==> config.mk <==
export PLATFORM = sky130hd
export DESIGN_NAME = record_bundle_stream_checker_top
export DESIGN_NICKNAME = d
export VERILOG_FILES = /design/src/rtl/core/rbsc_pkg.sv /design/src/rtl/core/rbsc_cfg_regs.sv /design/src/rtl/core/rbsc_step.sv /design/src/rtl/core/record_bundle_stream_checker_top.sv
export SDC_FILE = /design/constraint.sdc
export NUM_CORES = 1
export LEC_CHECK = 0
export ABC_AREA = 1
export BUFFER_PORTS_ARGS = -buffer_cell sky130_fd_sc_hd__buf_2
export CAP_MARGIN = 20
export CORE_AREA = 2 2 147 149
export DETAILED_ROUTE_END_ITERATION = 16
export DIE_AREA = 0 0 149 151
export PLACE_DENSITY = 0.87
export SYNTH_ARGS = -nofsm -noshare
export SYNTH_HDL_FRONTEND = slang
export SYNTH_HIERARCHICAL = 1
export SYNTH_SLANG_ARGS = --single-unit
export TNS_END_PERCENT = 50
==> constraint.sdc <==
create_clock -name clk -period 2.85 [get_ports clk]
set_input_delay 0.1425 -clock clk [delete_from_list [all_inputs] [get_ports clk]]
set_output_delay 0.1425 -clock clk [all_outputs]
set_load 0.005 [all_outputs]
==> src/rtl/core/rbsc_pkg.sv <==
// ----------------------------------------------------------------------------
// rbsc_pkg
// Types, codes and constants shared by the record bundle stream checker.
// ----------------------------------------------------------------------------
package rbsc_pkg;

	// Bundle header: magic, version, 16-bit count
	localparam logic [7:0] MAGIC [4] = '{8'h54, 8'h4B, 8'h46, 8'h42};
	localparam logic [7:0] HDR_VERSION = 8'h01;
	localparam logic [2:0] HDR_LAST_POS = 3'd6;
	localparam logic [7:0] CHAR_LOW = 8'h21;
	localparam logic [7:0] CHAR_HIGH = 8'h7E;

	localparam logic [7:0] STRING_TYPE_RESET = 8'd33;
	localparam logic [7:0] BLOB_TYPE_RESET = 8'd66;

	typedef enum logic [0:0] {
		REG_STRING_TYPE = 1'b0,
		REG_BLOB_TYPE   = 1'b1
	} reg_index_t;

	typedef enum logic [7:0] {
		PH_HEADER = 8'b0000_0001,
		PH_NS     = 8'b0000_0010,
		PH_KEY    = 8'b0000_0100,
		PH_TYPE   = 8'b0000_1000,
		PH_LENHI  = 8'b0001_0000,
		PH_LENLO  = 8'b0010_0000,
		PH_VALUE  = 8'b0100_0000,
		PH_DONE   = 8'b1000_0000
	} phase_t;

	typedef enum logic [3:0] {
		ROLE_HEADER  = 4'd0,
		ROLE_NS_CHAR = 4'd1,
		ROLE_NS_END  = 4'd2,
		ROLE_KEY_CHAR = 4'd3,
		ROLE_KEY_END = 4'd4,
		ROLE_TYPE    = 4'd5,
		ROLE_LEN_HI  = 4'd6,
		ROLE_LEN_LO  = 4'd7,
		ROLE_VALUE   = 4'd8,
		ROLE_IGNORED = 4'd9
	} role_t;

	typedef enum logic [2:0] {
		E_OK     = 3'd0,
		E_HEADER = 3'd1,
		E_NAME   = 3'd2,
		E_TYPE   = 3'd3,
		E_WIDTH  = 3'd4,
		E_TRUNC  = 3'd5,
		E_TRAIL  = 3'd6
	} err_t;

	typedef struct packed {
		logic [7:0] string_type;
		logic [7:0] blob_type;
	} cfg_t;

	// Frame state, name length kept apart since its width is a parameter
	typedef struct packed {
		phase_t      phase;
		logic [2:0]  hdr_pos;
		logic [15:0] declared_count;
		logic [15:0] records_done;
		logic [7:0]  cur_type;
		logic [15:0] cur_len;
		logic [15:0] val_rem;
		err_t        err;
	} state_t;

	localparam state_t STATE_RESET = '{
		phase: PH_HEADER, hdr_pos: 3'd0, declared_count: 16'd0,
		records_done: 16'd0, cur_type: 8'd0, cur_len: 16'd0,
		val_rem: 16'd0, err: E_OK
	};

	typedef struct packed {
		logic [7:0]  byte_value;
		role_t       byte_role;
		logic [15:0] record_number;
		logic [15:0] value_position;
		logic [7:0]  record_type;
		logic [15:0] record_length;
		logic        record_end;
		logic        frame_end;
		err_t        verdict;
	} result_t;

	// Width in bytes of an integer type code, zero if not an integer type
	function automatic logic [3:0] int_width(input logic [7:0] t);
		logic [3:0] w;
		w = 4'd0;
		if (t[7:4] <= 4'd1) begin
			if (t[3:0] inside {4'd1, 4'd2, 4'd4, 4'd8}) begin
				w = t[3:0];
			end
		end
		return w;
	endfunction

endpackage

==> src/rtl/core/rbsc_cfg_regs.sv <==
// ----------------------------------------------------------------------------
// rbsc_cfg_regs
// Type code registers, written through the plain write port.
// ----------------------------------------------------------------------------
module rbsc_cfg_regs
	import rbsc_pkg::*;
(
	input  logic       clk,
	input  logic       arst_n,
	input  logic       cfg_we,
	input  logic [0:0] cfg_index,
	input  logic [7:0] cfg_data,
	output cfg_t       cfg
);

	cfg_t cfg_q;

	always_ff @(posedge clk or negedge arst_n) begin
		if (!arst_n) begin
			cfg_q.string_type <= STRING_TYPE_RESET;
			cfg_q.blob_type <= BLOB_TYPE_RESET;
		end else if (cfg_we) begin
			case (cfg_index)
				REG_STRING_TYPE: cfg_q.string_type <= cfg_data;
				REG_BLOB_TYPE: cfg_q.blob_type <= cfg_data;
				default: ;
			endcase
		end
	end

	assign cfg = cfg_q;

endmodule

==> src/rtl/core/rbsc_step.sv <==
// ----------------------------------------------------------------------------
// rbsc_step
// Per-byte parse logic: next frame state and the result item for one byte.
// ----------------------------------------------------------------------------
module rbsc_step
	import rbsc_pkg::*;
#(
	parameter int NAME_MAX = 15,
	localparam int NL_W = $clog2(NAME_MAX + 1)
) (
	input  state_t           st,
	input  logic [NL_W-1:0]  name_len,
	input  cfg_t             cfg,
	input  logic [7:0]       data,
	input  logic             last,
	output state_t           st_nxt,
	output logic [NL_W-1:0]  name_len_nxt,
	output result_t          res
);

	localparam logic [NL_W-1:0] NAME_LIMIT = NL_W'(NAME_MAX);

	always_comb begin
		state_t          s;
		logic [NL_W-1:0] nl;
		logic [2:0]      pos_n;
		logic            name_end;
		logic            done_rec;
		logic            show_type;
		logic            show_len;
		logic [3:0]      w;
		logic [15:0]     rec_inc;
		err_t            v;

		s = st;
		nl = name_len;
		pos_n = st.hdr_pos + 3'd1;
		name_end = 1'b0;
		done_rec = 1'b0;
		show_type = 1'b0;
		show_len = 1'b0;
		w = int_width(st.cur_type);
		rec_inc = st.records_done + 16'd1;
		res.byte_value = data;
		res.byte_role = ROLE_IGNORED;
		res.record_number = st.records_done;
		res.value_position = 16'd0;

		// shared name check for namespace and key
		if (st.phase == PH_NS || st.phase == PH_KEY) begin
			if (data == 8'd0) begin
				if (name_len == '0) begin
					s.err = E_NAME;
				end else begin
					nl = '0;
					name_end = 1'b1;
				end
			end else if (name_len >= NAME_LIMIT || data < CHAR_LOW || data > CHAR_HIGH) begin
				s.err = E_NAME;
			end else begin
				nl = name_len + NL_W'(1);
			end
		end

		if (st.err == E_OK) begin
			case (st.phase)
				PH_HEADER: begin
					res.byte_role = ROLE_HEADER;
					if (st.hdr_pos < 3'd4) begin
						if (data != MAGIC[st.hdr_pos[1:0]]) s.err = E_HEADER;
					end else if (st.hdr_pos == 3'd4) begin
						if (data != HDR_VERSION) s.err = E_HEADER;
					end else if (st.hdr_pos == 3'd5) begin
						s.declared_count = {data, 8'd0};
					end else begin
						s.declared_count = st.declared_count | {8'd0, data};
					end
					s.hdr_pos = pos_n;
					if (s.err == E_OK && st.hdr_pos == HDR_LAST_POS) begin
						s.phase = (s.declared_count == 16'd0) ? PH_DONE : PH_NS;
					end
				end
				PH_NS: begin
					res.byte_role = (data == 8'd0) ? ROLE_NS_END : ROLE_NS_CHAR;
					s.hdr_pos = st.hdr_pos;
					if (name_end) s.phase = PH_KEY;
				end
				PH_KEY: begin
					res.byte_role = (data == 8'd0) ? ROLE_KEY_END : ROLE_KEY_CHAR;
					if (name_end) s.phase = PH_TYPE;
				end
				PH_TYPE: begin
					res.byte_role = ROLE_TYPE;
					s.cur_type = data;
					show_type = 1'b1;
					if (int_width(data) == 4'd0 && data != cfg.string_type
						&& data != cfg.blob_type) begin
						s.err = E_TYPE;
					end else begin
						s.phase = PH_LENHI;
					end
				end
				PH_LENHI: begin
					res.byte_role = ROLE_LEN_HI;
					show_type = 1'b1;
					s.cur_len = {data, 8'd0};
					s.phase = PH_LENLO;
				end
				PH_LENLO: begin
					res.byte_role = ROLE_LEN_LO;
					show_type = 1'b1;
					show_len = 1'b1;
					s.cur_len = st.cur_len | {8'd0, data};
					if (w != 4'd0 && s.cur_len != {12'd0, w}) begin
						s.err = E_WIDTH;
					end else if (s.cur_len == 16'd0) begin
						done_rec = 1'b1;
					end else begin
						s.val_rem = s.cur_len;
						s.phase = PH_VALUE;
					end
				end
				PH_VALUE: begin
					res.byte_role = ROLE_VALUE;
					show_type = 1'b1;
					show_len = 1'b1;
					res.value_position = st.cur_len - st.val_rem;
					s.val_rem = st.val_rem - 16'd1;
					if (s.val_rem == 16'd0) done_rec = 1'b1;
				end
				default: begin
					s.err = E_TRAIL;
				end
			endcase
		end else begin
			// error already held: byte passes unchecked
			s = st;
			nl = name_len;
		end

		res.record_type = show_type ? s.cur_type : 8'd0;
		res.record_length = show_len ? s.cur_len : 16'd0;
		res.record_end = done_rec;
		res.frame_end = last;
		res.verdict = E_OK;

		if (done_rec) begin
			s.records_done = rec_inc;
			s.phase = (rec_inc == st.declared_count) ? PH_DONE : PH_NS;
			s.cur_type = 8'd0;
			s.cur_len = 16'd0;
			s.val_rem = 16'd0;
		end

		if (last) begin
			v = s.err;
			if (v == E_OK && s.phase != PH_DONE) begin
				v = (s.phase == PH_HEADER) ? E_HEADER : E_TRUNC;
			end
			res.verdict = v;
			s = STATE_RESET;
			nl = '0;
		end

		st_nxt = s;
		name_len_nxt = nl;
	end

endmodule

==> src/rtl/core/record_bundle_stream_checker_top.sv <==
// ----------------------------------------------------------------------------
// record_bundle_stream_checker_top
// Checks a record bundle byte by byte and tags every byte with its role.
// ----------------------------------------------------------------------------
// Usage:
//   Input channel (in_valid/in_stall) takes one bundle byte per item, with
//   last_byte set on the final byte of the bundle. Output channel
//   (out_valid/out_stall) gives one result item per input item, in order.
//   An accepted item sits in the input register, is parsed from there and
//   moves to the result register when that register is free or draining.
//   Throughput is one item per cycle unless the receiver stalls; the
//   only feedback is frame state and name length, updated per parsed byte.
//   The result item of the last byte carries frame_end and the verdict, and
//   the frame state returns to its reset value for the next bundle.
//   When the receiver stalls, the result holds and in_stall rises as soon
//   as the input register is also full.
//   Reset (arst_n low) empties both registers, clears the frame state and
//   loads the type code registers with 33 (string) and 66 (blob). The user
//   writes them via cfg_we/cfg_index/cfg_data only while idle, unenforced.
// ----------------------------------------------------------------------------
module record_bundle_stream_checker_top
	import rbsc_pkg::*;
#(
	parameter int NAME_MAX = 15
) (
	input  logic        clk,
	input  logic        arst_n,
	input  logic        cfg_we,
	input  logic [0:0]  cfg_index,
	input  logic [7:0]  cfg_data,
	input  logic        in_valid,
	output logic        in_stall,
	input  logic [7:0]  data_byte,
	input  logic        last_byte,
	output logic        out_valid,
	input  logic        out_stall,
	output logic [7:0]  byte_value,
	output logic [3:0]  byte_role,
	output logic [15:0] record_number,
	output logic [15:0] value_position,
	output logic [7:0]  record_type,
	output logic [15:0] record_length,
	output logic        record_end,
	output logic        frame_end,
	output logic [2:0]  verdict
);

	localparam int NL_W = $clog2(NAME_MAX + 1);

	cfg_t            cfg;
	logic            valid_s1;
	logic [7:0]      data_s1;
	logic            last_s1;
	state_t          state_q;
	state_t          state_nxt;
	logic [NL_W-1:0] name_len_q;
	logic [NL_W-1:0] name_len_nxt;
	result_t         res_nxt;
	result_t         res_q;
	logic            out_valid_q;
	logic            adv;
	logic            in_accept;

	rbsc_cfg_regs u_cfg (
		.clk       (clk),
		.arst_n    (arst_n),
		.cfg_we    (cfg_we),
		.cfg_index (cfg_index),
		.cfg_data  (cfg_data),
		.cfg       (cfg)
	);

	rbsc_step #(
		.NAME_MAX (NAME_MAX)
	) u_step (
		.st           (state_q),
		.name_len     (name_len_q),
		.cfg          (cfg),
		.data         (data_s1),
		.last         (last_s1),
		.st_nxt       (state_nxt),
		.name_len_nxt (name_len_nxt),
		.res          (res_nxt)
	);

	// result register free or being drained this cycle
	assign adv = !out_valid_q || !out_stall;
	assign in_stall = valid_s1 && !adv;
	assign in_accept = in_valid && !in_stall;

	always_ff @(posedge clk or negedge arst_n) begin
		if (!arst_n) begin
			valid_s1 <= 1'b0;
		end else if (!valid_s1 || adv) begin
			valid_s1 <= in_valid;
		end
	end

	always_ff @(posedge clk) begin
		if (in_accept) begin
			data_s1 <= data_byte;
			last_s1 <= last_byte;
		end
	end

	always_ff @(posedge clk or negedge arst_n) begin
		if (!arst_n) begin
			state_q <= STATE_RESET;
			name_len_q <= '0;
			out_valid_q <= 1'b0;
		end else if (valid_s1 && adv) begin
			state_q <= state_nxt;
			name_len_q <= name_len_nxt;
			out_valid_q <= 1'b1;
		end else if (adv) begin
			out_valid_q <= 1'b0;
		end
	end

	always_ff @(posedge clk) begin
		if (valid_s1 && adv) begin
			res_q <= res_nxt;
		end
	end

	assign out_valid = out_valid_q;
	assign byte_value = res_q.byte_value;
	assign byte_role = res_q.byte_role;
	assign record_number = res_q.record_number;
	assign value_position = res_q.value_position;
	assign record_type = res_q.record_type;
	assign record_length = res_q.record_length;
	assign record_end = res_q.record_end;
	assign frame_end = res_q.frame_end;
	assign verdict = res_q.verdict;

`ifndef ASSERT_OFF
	a_stall_needs_item: assert property (@(posedge clk) disable iff (!arst_n)
		in_stall |-> valid_s1)
		else $error("input stalled with empty input register");

	a_verdict_on_last: assert property (@(posedge clk) disable iff (!arst_n)
		out_valid && !frame_end |-> verdict == E_OK)
		else $error("verdict set on a byte that is not last");

	a_rec_end_role: assert property (@(posedge clk) disable iff (!arst_n)
		out_valid && record_end |-> byte_role == ROLE_LEN_LO || byte_role == ROLE_VALUE)
		else $error("record end on a byte that is not length or value");

	a_frame_clears: assert property (@(posedge clk) disable iff (!arst_n)
		valid_s1 && adv && last_s1 |=> state_q.phase == PH_HEADER && state_q.err == E_OK)
		else $error("frame state not cleared after last byte");
`endif

endmodule
* Word level (Yosys, flattened, before mapping) *
Cells that the tools add are included.

storage, ports and cells
  register bits after elaboration = 190
  input bits = 23

operators by class
  muxes and demuxes = 73
  add/subtract/negate cells = 5
  $lt $le $gt $ge = 7
  bitwise logic cells = 4
  reduce and logical (&&, ||, !) cells = 47
  equal/unequal tests = 30

operators with widths
  kind                                                 number
  two-way mux 16 bit                                   8
  two-way mux 8 bit                                    12
  two-way mux 86 bit                                   1
  one-hot mux 16 bit (2 select lines)                  2
  two-way mux 56 bit                                   1
  zero test 16 bit                                     3
  two-way mux 3 bit                                    16
  two-way mux 4 bit                                    12
  one-hot mux 8 bit (6 select lines)                   1
  two-way mux 43 bit                                   1
  bitwise OR 16 x 8 -> 16 bit                          2
  one-hot mux 4 bit (7 select lines)                   1
  two-way mux 27 bit                                   1
  != test 8 bit                                        3
  adder 16 x 1 -> 16 bit (second input constant)       1
  binary-select mux 8 bit (select 2 bit)               1
  == test 16 bit                                       1
  == test 8 x 1 -> 1 bit (second input constant)       2
  != test 16 x 4 -> 1 bit                              1
  nonzero test 4 bit                                   4
  subtractor 16 x 1 -> 16 bit (second input constant)  1
  subtractor 16 bit                                    1
  two-way mux 1 bit                                    13
  one-hot mux 3 bit (4 select lines)                   1
  41 further kinds                                     76

* Longest topological paths before layout *
Gate-level depths: netlist of the first run.

  word-level depth = 20
  depth in mapped cells = 20
  gate-level depth less buffers = 20

* Modules after synthesis *
The synthesis of the first run kept the hierarchy.

modules (own cells, without submodules)
  module                            cells an instance  area an instance (sq um)  times used
  record_bundle_stream_checker_top  483                6122.1                    1
  rbsc_step                         1192               5994.5                    1
  rbsc_cfg_regs                     70                 668.1                     1

* Worst setup path after synthesis of the first run *
No wires, ideal clock.

  kind = register to register
  start = reg out_valid_q (netlist: out_valid)
  end = reg res_q (netlist bit byte_role[0]) (enable)
  data required time = 2.423 ns
  period minus slack after synthesis = 2.614 ns
  cell stages (with the launch flop) = 5
  path slack = 0.236 ns
  arrival time = 2.187 ns
  buffers on the path = 1
  path through = dfrtp_1 > nand2_2 > nand2_2 > buf_2 > inv_1

on the way
  cells in the longest elaborated chain, start to end = 3

RTL lines
  item                    line                                     text
  from (decl)             record_bundle_stream_checker_top.sv:60   logic out_valid_q;
  from (signal assigned)  record_bundle_stream_checker_top.sv:110  out_valid_q <= 1'b0;
  from (signal assigned)  record_bundle_stream_checker_top.sv:114  out_valid_q <= 1'b1;
  from (signal assigned)  record_bundle_stream_checker_top.sv:116  out_valid_q <= 1'b0;
  zero test 1 bit         record_bundle_stream_checker_top.sv:87   assign adv = !out_valid_q || !out_stall;
  logical OR 1 bit        record_bundle_stream_checker_top.sv:87
  logical AND 1 bit       record_bundle_stream_checker_top.sv:121  if (valid_s1 && adv) begin
  to (signal assigned)    record_bundle_stream_checker_top.sv:122  res_q <= res_nxt;
  to (decl)               record_bundle_stream_checker_top.sv:59   result_t res_q;

Every way passes these cells.
A chain may end at the register's enable or synchronous reset.

* Final worst setup path of the first run *
  start = reg data_s1[7]
  end = reg res_q (netlist bit verdict[2]) (data pin)

on the way
  cells in the longest elaborated chain, start to end = 20
  elaborated cells on any way between the ends = 64
  classes of those cells = order compare: 3; eq/ne: 7; mux: 39; bitwise: 2; reduce/logical: 13

RTL lines
  item                                                            line                                     text
  from (decl)                                                     record_bundle_stream_checker_top.sv:52   logic [7:0] data_s1;
  from (signal assigned)                                          record_bundle_stream_checker_top.sv:101  data_s1 <= data_byte;
  less-than comparator 8 x 6 -> 1 bit                             rbsc_step.sv:58                          end else if (name_len >= NAME_LIMIT || data < CHAR_LOW || data > CHAR_HIGH) begin
  logical OR 1 bit (2 in a row)                                   rbsc_step.sv:58
  two-way mux 3 bit                                               rbsc_step.sv:58
  two-way mux 3 bit                                               rbsc_step.sv:51                          if (data == 8'd0) begin
  two-way mux 3 bit                                               rbsc_step.sv:50                          if (st.phase == PH_NS || st.phase == PH_KEY) begin
  two-way mux 3 bit                                               rbsc_step.sv:72                          if (data != HDR_VERSION) s.err = E_HEADER;
  two-way mux 3 bit                                               rbsc_step.sv:71                          end else if (st.hdr_pos == 3'd4) begin
  two-way mux 3 bit                                               rbsc_step.sv:69                          if (st.hdr_pos < 3'd4) begin
  [... 3 more ...]                                                -
  logical AND 1 bit                                               rbsc_step.sv:79                          if (s.err == E_OK && st.hdr_pos == HDR_LAST_POS) begin
  two-way mux 8 bit                                               rbsc_step.sv:79
  one-hot mux 8 bit (6 select lines)                              rbsc_step.sv:66                          case (st.phase)
  two-way mux 27 bit                                              rbsc_step.sv:65                          if (st.err == E_OK) begin
  two-way mux 8 bit                                               rbsc_step.sv:147                         if (done_rec) begin
  == test 8 x 1 -> 1 bit / != test 8 bit (equally long branches)  rbsc_step.sv:158, rbsc_step.sv:157
  two-way mux 3 bit / logical AND 1 bit (equally long branches)   rbsc_step.sv:158, rbsc_step.sv:157
  two-way mux 3 bit (*)                                           rbsc_step.sv:157                         if (v == E_OK && s.phase != PH_DONE) begin

Mark *: on every way between the ends. The rest lies on a longest branch, timed or not. The select of a mux whose other input is x is not followed.

==> results_dict.tcl, run 1 <==
set metrics [dict create \
    tightest_slew_ns 1.03 \
    diodes 0 \
    final_layout_size_suffix_gt1_frac 0.172 \
    slew_violations 0 \
    slew_headroom 0.316 \
    die_x_um 149 \
    drt-initial-drc-count 1967 \
    cts_buffers 17 \
    power.leakage_uw 0.00694 \
    cts-root-buf "clkbuf_16" \
    fmax_mhz 361 \
    endpoint_kind "flop" \
    whs_ns 0.0491 \
    hpwlAfterDp_mm 25.4 \
    cp-start-kind "flop" \
    num_io_pins 98 \
    io_buffers 97 \
    cts.clk_slew.worst_paths_ns 0.08 \
    gp_congestion 1.02 \
    die_y_um 151 \
    nets 1901 \
    setup_viol_count_final 0 \
    grt_max_degree 91 \
    clockBufferDepth 2 \
    synthesis.nets 1793 \
    status "completed" \
    cp.arrival_ns 2.95 \
    postRouteWirelength_mm 37.7 \
    rsz0062_at_grt "yes" \
    final-hold-violation-count 0 \
    min_period_ns 2.77 \
    core_area_um2 20800 \
    row_count 53 \
    grt_use_total 0.333 \
    antenna_left 0 \
    cts_tree "yes" \
    yosysUniqueCellTypes 59 \
    dr.pass1.iters 8 \
    vias 13000 \
    dp.cells 2069 \
    ys.flop_type "dfrtp_1" \
    cp.required_ns 3.04 \
    finalClockSkew_ns 0.0130 \
    cts.htree.levels 4 \
    areaGrowthSynthToFinish_pct 12.7 \
    final.period_utilization 0.971 \
    timing.final.ws_setup_ns 0.0815 \
    route.detailed.drc 0 \
    start_util 0.614 \
    viasPerCell 6.09 \
    drt-wirelength-per-cell_um 17.6 \
    critPathKind "flop to flop" \
    power.density_nw_per_um2 709 \
    grt_overflow 0 \
    yosysSeqAreaShare 0.404 \
    synthCells 1745 \
    worstPathMaxFanout 6 \
    min_path_type "input pin to flop" \
    cts_sinks 190 \
    async_reset_ff_frac 0.568 \
    cap_viol_max_count 0 \
    insertion_delay_ns 0.44 \
    grt_antenna_before_repair 0 \
    synth-seq-cells 190 \
    grt_pass1_vias 11800 \
    ys.warnings.count 6 \
    syn_area_per_cell_um2 7.33 \
    grt_first_pass_wirelength_mm 59.3 \
    finalSetupTns_ns 0 \
    synth_edf_count 82 \
    place_ws_ns 0.0813 \
    die_area_um2 22500 \
    syn_area_um2 12800 \
    vdd_drop_max_v 0.000511 \
    layoutNonFillerInstCount 2141 \
]
==> state kept, by name, summed over array words and instances (netlist names) <==
| name | flops |
|---|---|
| value_position | 16 |
| valid_s1 | 1 |
| record_length | 16 |
| frame_end | 1 |
| last_s1 | 1 |
| byte_value | 8 |
| record_number | 16 |
| verdict | 3 |
| record_type | 8 |
| record_end | 1 |
| byte_role | 4 |
| out_valid | 1 |
| state_q | 86 |
| u_cfg/cfg | 16 |
| name_len_q | 4 |
| data_s1 | 8 |
==> final timing paths <==
check / end / cells past startpoint / slack, ns / from
min in group asynchronous: state_q[80]$_DFFE_PN0P_ / 2 / 0.24 / arst_n
worst max register to register: verdict[2]$_DFFE_PP_ / 17 / 0.08 / data_s1[7]$_DFFE_PP_
max in group asynchronous: state_q[45]$_DFFE_PN0P_ / 3 / 1.79 / arst_n
worst min-delay path: u_cfg/cfg[1]$_DFFE_PN1P_ / 3 / 0.05 / cfg_index
worst min register to register: u_cfg/cfg[1]$_DFFE_PN1P_ / 2 / 0.47 / u_cfg/cfg[1]$_DFFE_PN1P_
worst max-delay path: verdict[2]$_DFFE_PP_ / 17 / 0.08 / data_s1[7]$_DFFE_PP_
==> critical path, stage by stage, from the launching register on <==
cell and delay [ns]:
edfxtp_1 0.56, buf_4 0.21, inv_2 0.18, nand2_1 0.13, nor2_1 0.11, a21oi_1 0.07
nand2_1 0.16, nand2_4 0.09, nand2_2 0.08, nand2_2 0.08, nor2_1 0.17, nand4_1 0.13
nand3_1 0.11, nand2_1 0.07, nor3_1 0.14, nand2_1 0.09, nand3_1 0.08, a21oi_2 0.05
==> cells in the mapped netlist (2+ instances only) <==
| cell type | number | area, um^2 |
|---|---|---|
| nand3_2 | 3 | 30.0 |
| o211ai_1 | 12 | 90.1 |
| inv_1 | 142 | 533 |
| nand3b_1 | 4 | 30.0 |
| o21ai_2 | 2 | 17.5 |
| inv_2 | 22 | 82.6 |
| ha_1 | 24 | 300 |
| a21oi_1 | 67 | 335 |
| buf_2 | 21 | 105 |
| o21a_1 | 6 | 45.0 |
| xnor2_1 | 14 | 123 |
| dfstp_2 | 5 | 131 |
| nor2_8 | 2 | 40.0 |
| a221oi_1 | 4 | 35.0 |
| nand2_2 | 19 | 119 |
| dfrtp_1 | 103 | 2580 |
| buf_4 | 46 | 345 |
| nor2_1 | 176 | 661 |
| nand2_4 | 8 | 90.1 |
| nor2_2 | 17 | 106 |
| o21bai_1 | 5 | 37.5 |
| nand2_1 | 519 | 1950 |
| clkbuf_1 | 14 | 52.6 |
| nor3_1 | 15 | 75.1 |
| or2_2 | 8 | 50.1 |
| nand3_1 | 187 | 936 |
| xor2_1 | 6 | 52.6 |
| edfxtp_1 | 82 | 2460 |
| o21ai_1 | 4 | 20.0 |
| and3_1 | 2 | 12.5 |
| o221ai_1 | 2 | 17.5 |
| a211oi_1 | 7 | 52.6 |
| buf_6 | 8 | 90.1 |
| nand4_1 | 22 | 138 |
| o22ai_1 | 2 | 12.5 |
| a31oi_1 | 4 | 25.0 |
| and2_1 | 3 | 18.8 |
| nor3_4 | 2 | 32.5 |
| o21ai_0 | 126 | 631 |
| a21oi_2 | 3 | 26.3 |
| nor2_4 | 8 | 90.1 |
| a211oi_2 | 2 | 25.0 |
==> cells in the final DEF, fill, tap and decap left out, types with 9 or more instances in the layout <==
master and count:
a21oi_1 67, buf_4 60, nor3_1 15, dfrtp_1 97, nor2_1 171, inv_1 140, edfxtp_1 82, nor2_4 9
nor2_2 21, ha_1 22, nand2_2 21, clkbuf_16 17, o21ai_0 122, nand2_1 517, nand3_1 187, o211ai_1 12
xnor2_1 13, inv_2 23, buf_2 96, nand4_1 22, dlygate4sd3_1 19
==> per-stage QoR <==
| stage | utilization | power, uW | cell area [um^2] |
|---|---|---|---|
| 5_1_grt | 0.692 | 10700 | 14400 |
| 4_1_cts | 0.681 | 9940 | 14200 |
| 3_3_place_gp | 0.642 | 7300 | 13400 |
| 6_report | 0.692 | 10200 | 14400 |
| 3_5_place_dp | 0.642 | 7410 | 13400 |
| 2_1_floorplan | - | 6400 | 12800 |
==> where the power goes <==
part	switching, uW	leakage, uW	internal [uW]
Sequential	364	0.00225	3250
Combinational	2780	0.00439	1330
Clock	1210	0.000298	1270
Total	4360	0.00694	5850
==> cell families after synthesis <==
logic type | after synthesis | share of synthesized area
adder cells (fa/ha/maj) | 25 | 0.0251
XOR/XNOR | 20 | 0.0137
buffers and inverters | 258 | 0.0971
AND/OR/NAND/NOR | 998 | 0.346
flip-flops | 190 | 0.404
AO/OA/AOI/OAI | 254 | 0.113
==> metal layers <==
layer | GRT usage | part of all wire
met1 | 0.440 | 0.38
met2 | 0.524 | 0.45
met3 | 0.0789 | 0.13
met4 | 0.153 | 0.044
met5 | 0 | 0.00098
==> cell type report <==
cell class                 count  area (um^2)
tap                          275          344
sequential                   190         5180
clock inverter                15          196
clock buffer                  17          425
inverter                     166          636
timing repair buffer         178         1170
multi-input combinational   1300         6460
fill                        1647         6410
==> repair_timing <==
action / CTS / global route
hold buffers: 19 / 0
setup endpoints to repair: 0 / 43
buffers inserted: 0 / 18
endpoints found under the hold margin: 62 / 0
gates resized for setup: 0 / 27
(Power assumes the default switching activity.)
==> inputs of run 2 (changes only) <==
Settings changed: BUFFER_PORTS_ARGS -buffer_cell sky130_fd_sc_hd__buf_2 to not set, CORE_AREA 2 2 147 149 to 2 2 144 146, DIE_AREA 0 0 149 151 to 0 0 146 148, DONT_BUFFER_PORTS set to 1, PLACE_DENSITY 0.87 to 0.86.
==> run 2 against run 1 <==
- non-clock buffer count decreased by 90
- power about the same
- first-iteration DRC count decreased by 4.5%
- final cell count decreased by 4.5%
- core utilization increased by 0.84 points
- die area decreased by 4.0%
- wire length increased by 0.83%
- via count decreased by 2.6%
- maximum frequency about the same
- sequential power increased by 1%
- final area decreased by 2.6%
- count of clock-buffer cells in the layout unchanged
==> results_dict.tcl, run 2 (synthesis results as in run 1) <==
set metrics [dict create \
    grt_pass1_vias 11400 \
    vdd_drop_max_v 0.000531 \
    die_x_um 146 \
    dr.pass1.iters 9 \
    num_io_pins 98 \
    cts_buffers 17 \
    vias 12700 \
    viasPerCell 6.21 \
    cp.arrival_ns 3.10 \
    core_area_um2 20000 \
    regMostFlops "state_q" \
    gp_congestion 1.03 \
    drt-wirelength-per-cell_um 18.6 \
    slew_violations 0 \
    tightest_slew_ns 1.01 \
    final-hold-violation-count 0 \
    endpoint_kind "flop" \
    path_cells "nor2_2, nand2_1, nor3_2, nand3_1, nor2_1, nand2_2, nand2_4, nand2_2, inv_4, nor2_1, o21ai_0, o211ai_1, o21ai_0, nor2_1, nand3_1, nand2_1" \
    placed_area_um2 12900 \
    cp-start-kind "flop" \
    grt_antenna_before_repair 1 \
    status "completed" \
    antenna_left 0 \
    grt_use_total 0.347 \
    min_path_type "input pin to flop" \
    worstPathMaxFanout 15 \
    worst_r2r_startpoint "data_s1[5]$_DFFE_PP_" \
    insertion_delay_ns 0.45 \
    diodes 0 \
    row_count 52 \
    final_core_util 0.700 \
    power.density_nw_per_um2 727 \
    cp-startpoint "data_s1[5]$_DFFE_PP_" \
    cp.required_ns 3.19 \
    slowest_stage "edfxtp_1" \
    critPathKind "flop to flop" \
    die_y_um 148 \
    seq_area_um2 5170 \
    cts-root-buf "clkbuf_16" \
    route.detailed.drc 0 \
    cts.htree.levels 4 \
    final_common_cell "nand2_1" \
    grt_max_degree 109 \
    worst_hold_startpoint "out_stall" \
    min_period_ns 2.77 \
    cts.clk_slew.worst_paths_ns 0.08 \
    cts_sinks 190 \
    grt_first_pass_wirelength_mm 59.7 \
    io_buffers 0 \
    setup_viol_count_final 0 \
    crit_path_max_incr_delay_ns 0.56 \
    mostFrequentLayoutCells "517 x nand2_1, 185 x nand3_1, 170 x nor2_1" \
    start_util 0.638 \
    largest_reg_flops 86 \
    die_area_um2 21600 \
    slew_headroom 0.328 \
    cp_common_cell "nor2_1" \
    postRouteWirelength_mm 38.0 \
    rsz0062_at_grt "yes" \
    cap_viol_max_count 0 \
    final_layout_size_suffix_gt1_frac 0.122 \
    hpwlAfterDp_mm 24.8 \
    multi_input_area_um2 6480 \
    areaGrowthSynthToFinish_pct 9.79 \
    final.period_utilization 0.972 \
    finalClockSkew_ns 0.0175 \
    fillCellCount 1581 \
    cts_tree "yes" \
    power.leakage_uw 0.00656 \
    nets 1810 \
    grt_overflow 0 \
    fmax_mhz 361 \
    clockBufferDepth 2 \
    design_area_um2 14000 \
    drt-initial-drc-count 1879 \
]
run 2: cell count changes in the layout (fill, tap and decap cells not counted), sizes merged:
cell,delta
a21oi,-1
clkinvlp,+1
dlygate4sd3,+14
buf,-104
inv,-1
run 2: final cells by class:
cell class / count / share of cell area
inverter: 166 / 0.0460
clock buffer: 17 / 0.0303
multi-input combinational: 1299 / 0.461
sequential: 190 / 0.369
tap: 270 / 0.0241
clock inverter: 15 / 0.0136
timing repair buffer: 88 / 0.0561
run 2: final timing paths:
kind / to / cells past startpoint / slack [ns]
setup / recovery: state_q[11]$_DFFE_PN0P_ / 16 / 0.08
hold / removal: out_valid$_DFFE_PN0P_ / 2 / 0.22
setup reg to reg: state_q[11]$_DFFE_PN0P_ / 16 / 0.08
hold reg to reg: state_q[39]$_DFFE_PN0P_ / 2 / 0.49
max in group asynchronous: state_q[81]$_DFFE_PN0P_ / 2 / 1.98
min in group asynchronous: state_q[79]$_DFFE_PN0P_ / 2 / 0.42
run 2: metrics by stage:
stage / setup TNS (ns) / worst slack [ns] / cells / power [uW] / hold WS (ns)
2_1_floorplan: 0 / 0.236 / 1745 / 6400 / -0.153
4_1_cts: 0 / 0.0357 / 2035 / 9910 / 0.210
3_5_place_dp: 0 / 0.0426 / 1969 / 7290 / -0.144
6_report: 0 / 0.0811 / 2045 / 10200 / 0.217
5_1_grt: -0.130 / -0.0738 / 2045 / 10800 / 0.256
3_3_place_gp: 0 / 0.165 / 1969 / 7180 / -0.144
run 2: power by group:
| part | leakage [uW] | switching, uW | internal (uW) |
|---|---|---|---|
| registers | 0.00226 | 409 | 3250 |
| logic | 0.00400 | 2750 | 1290 |
| clock network | 0.000297 | 1230 | 1270 |
| total | 0.00656 | 4390 | 5820 |
run 2: metal layers:
layer,up-vias,track usage,part of all wire
met1,5803,0.479,0.39
li1,5762,-,-
met5,-,0,0
met3,139,0.0769,0.13
met4,0,0.129,0.033
met2,992,0.541,0.45
run 2: timing repair:
action                                 CTS  global route
hold buffers                            34             0
resized for setup                        1            34
setup endpoints to repair                1            28
endpoints found under the hold margin  134             0
setup buffers                            0             8
pin swaps                                0             5
gates cloned                             0             2
run 2: critical path: cells and delay by family, from the launching register on:
kind	cells	cell delay, ns
compound gates	3	0.57
buf+inv	1	0.21
flops	1	0.56
simple gates	12	1.32
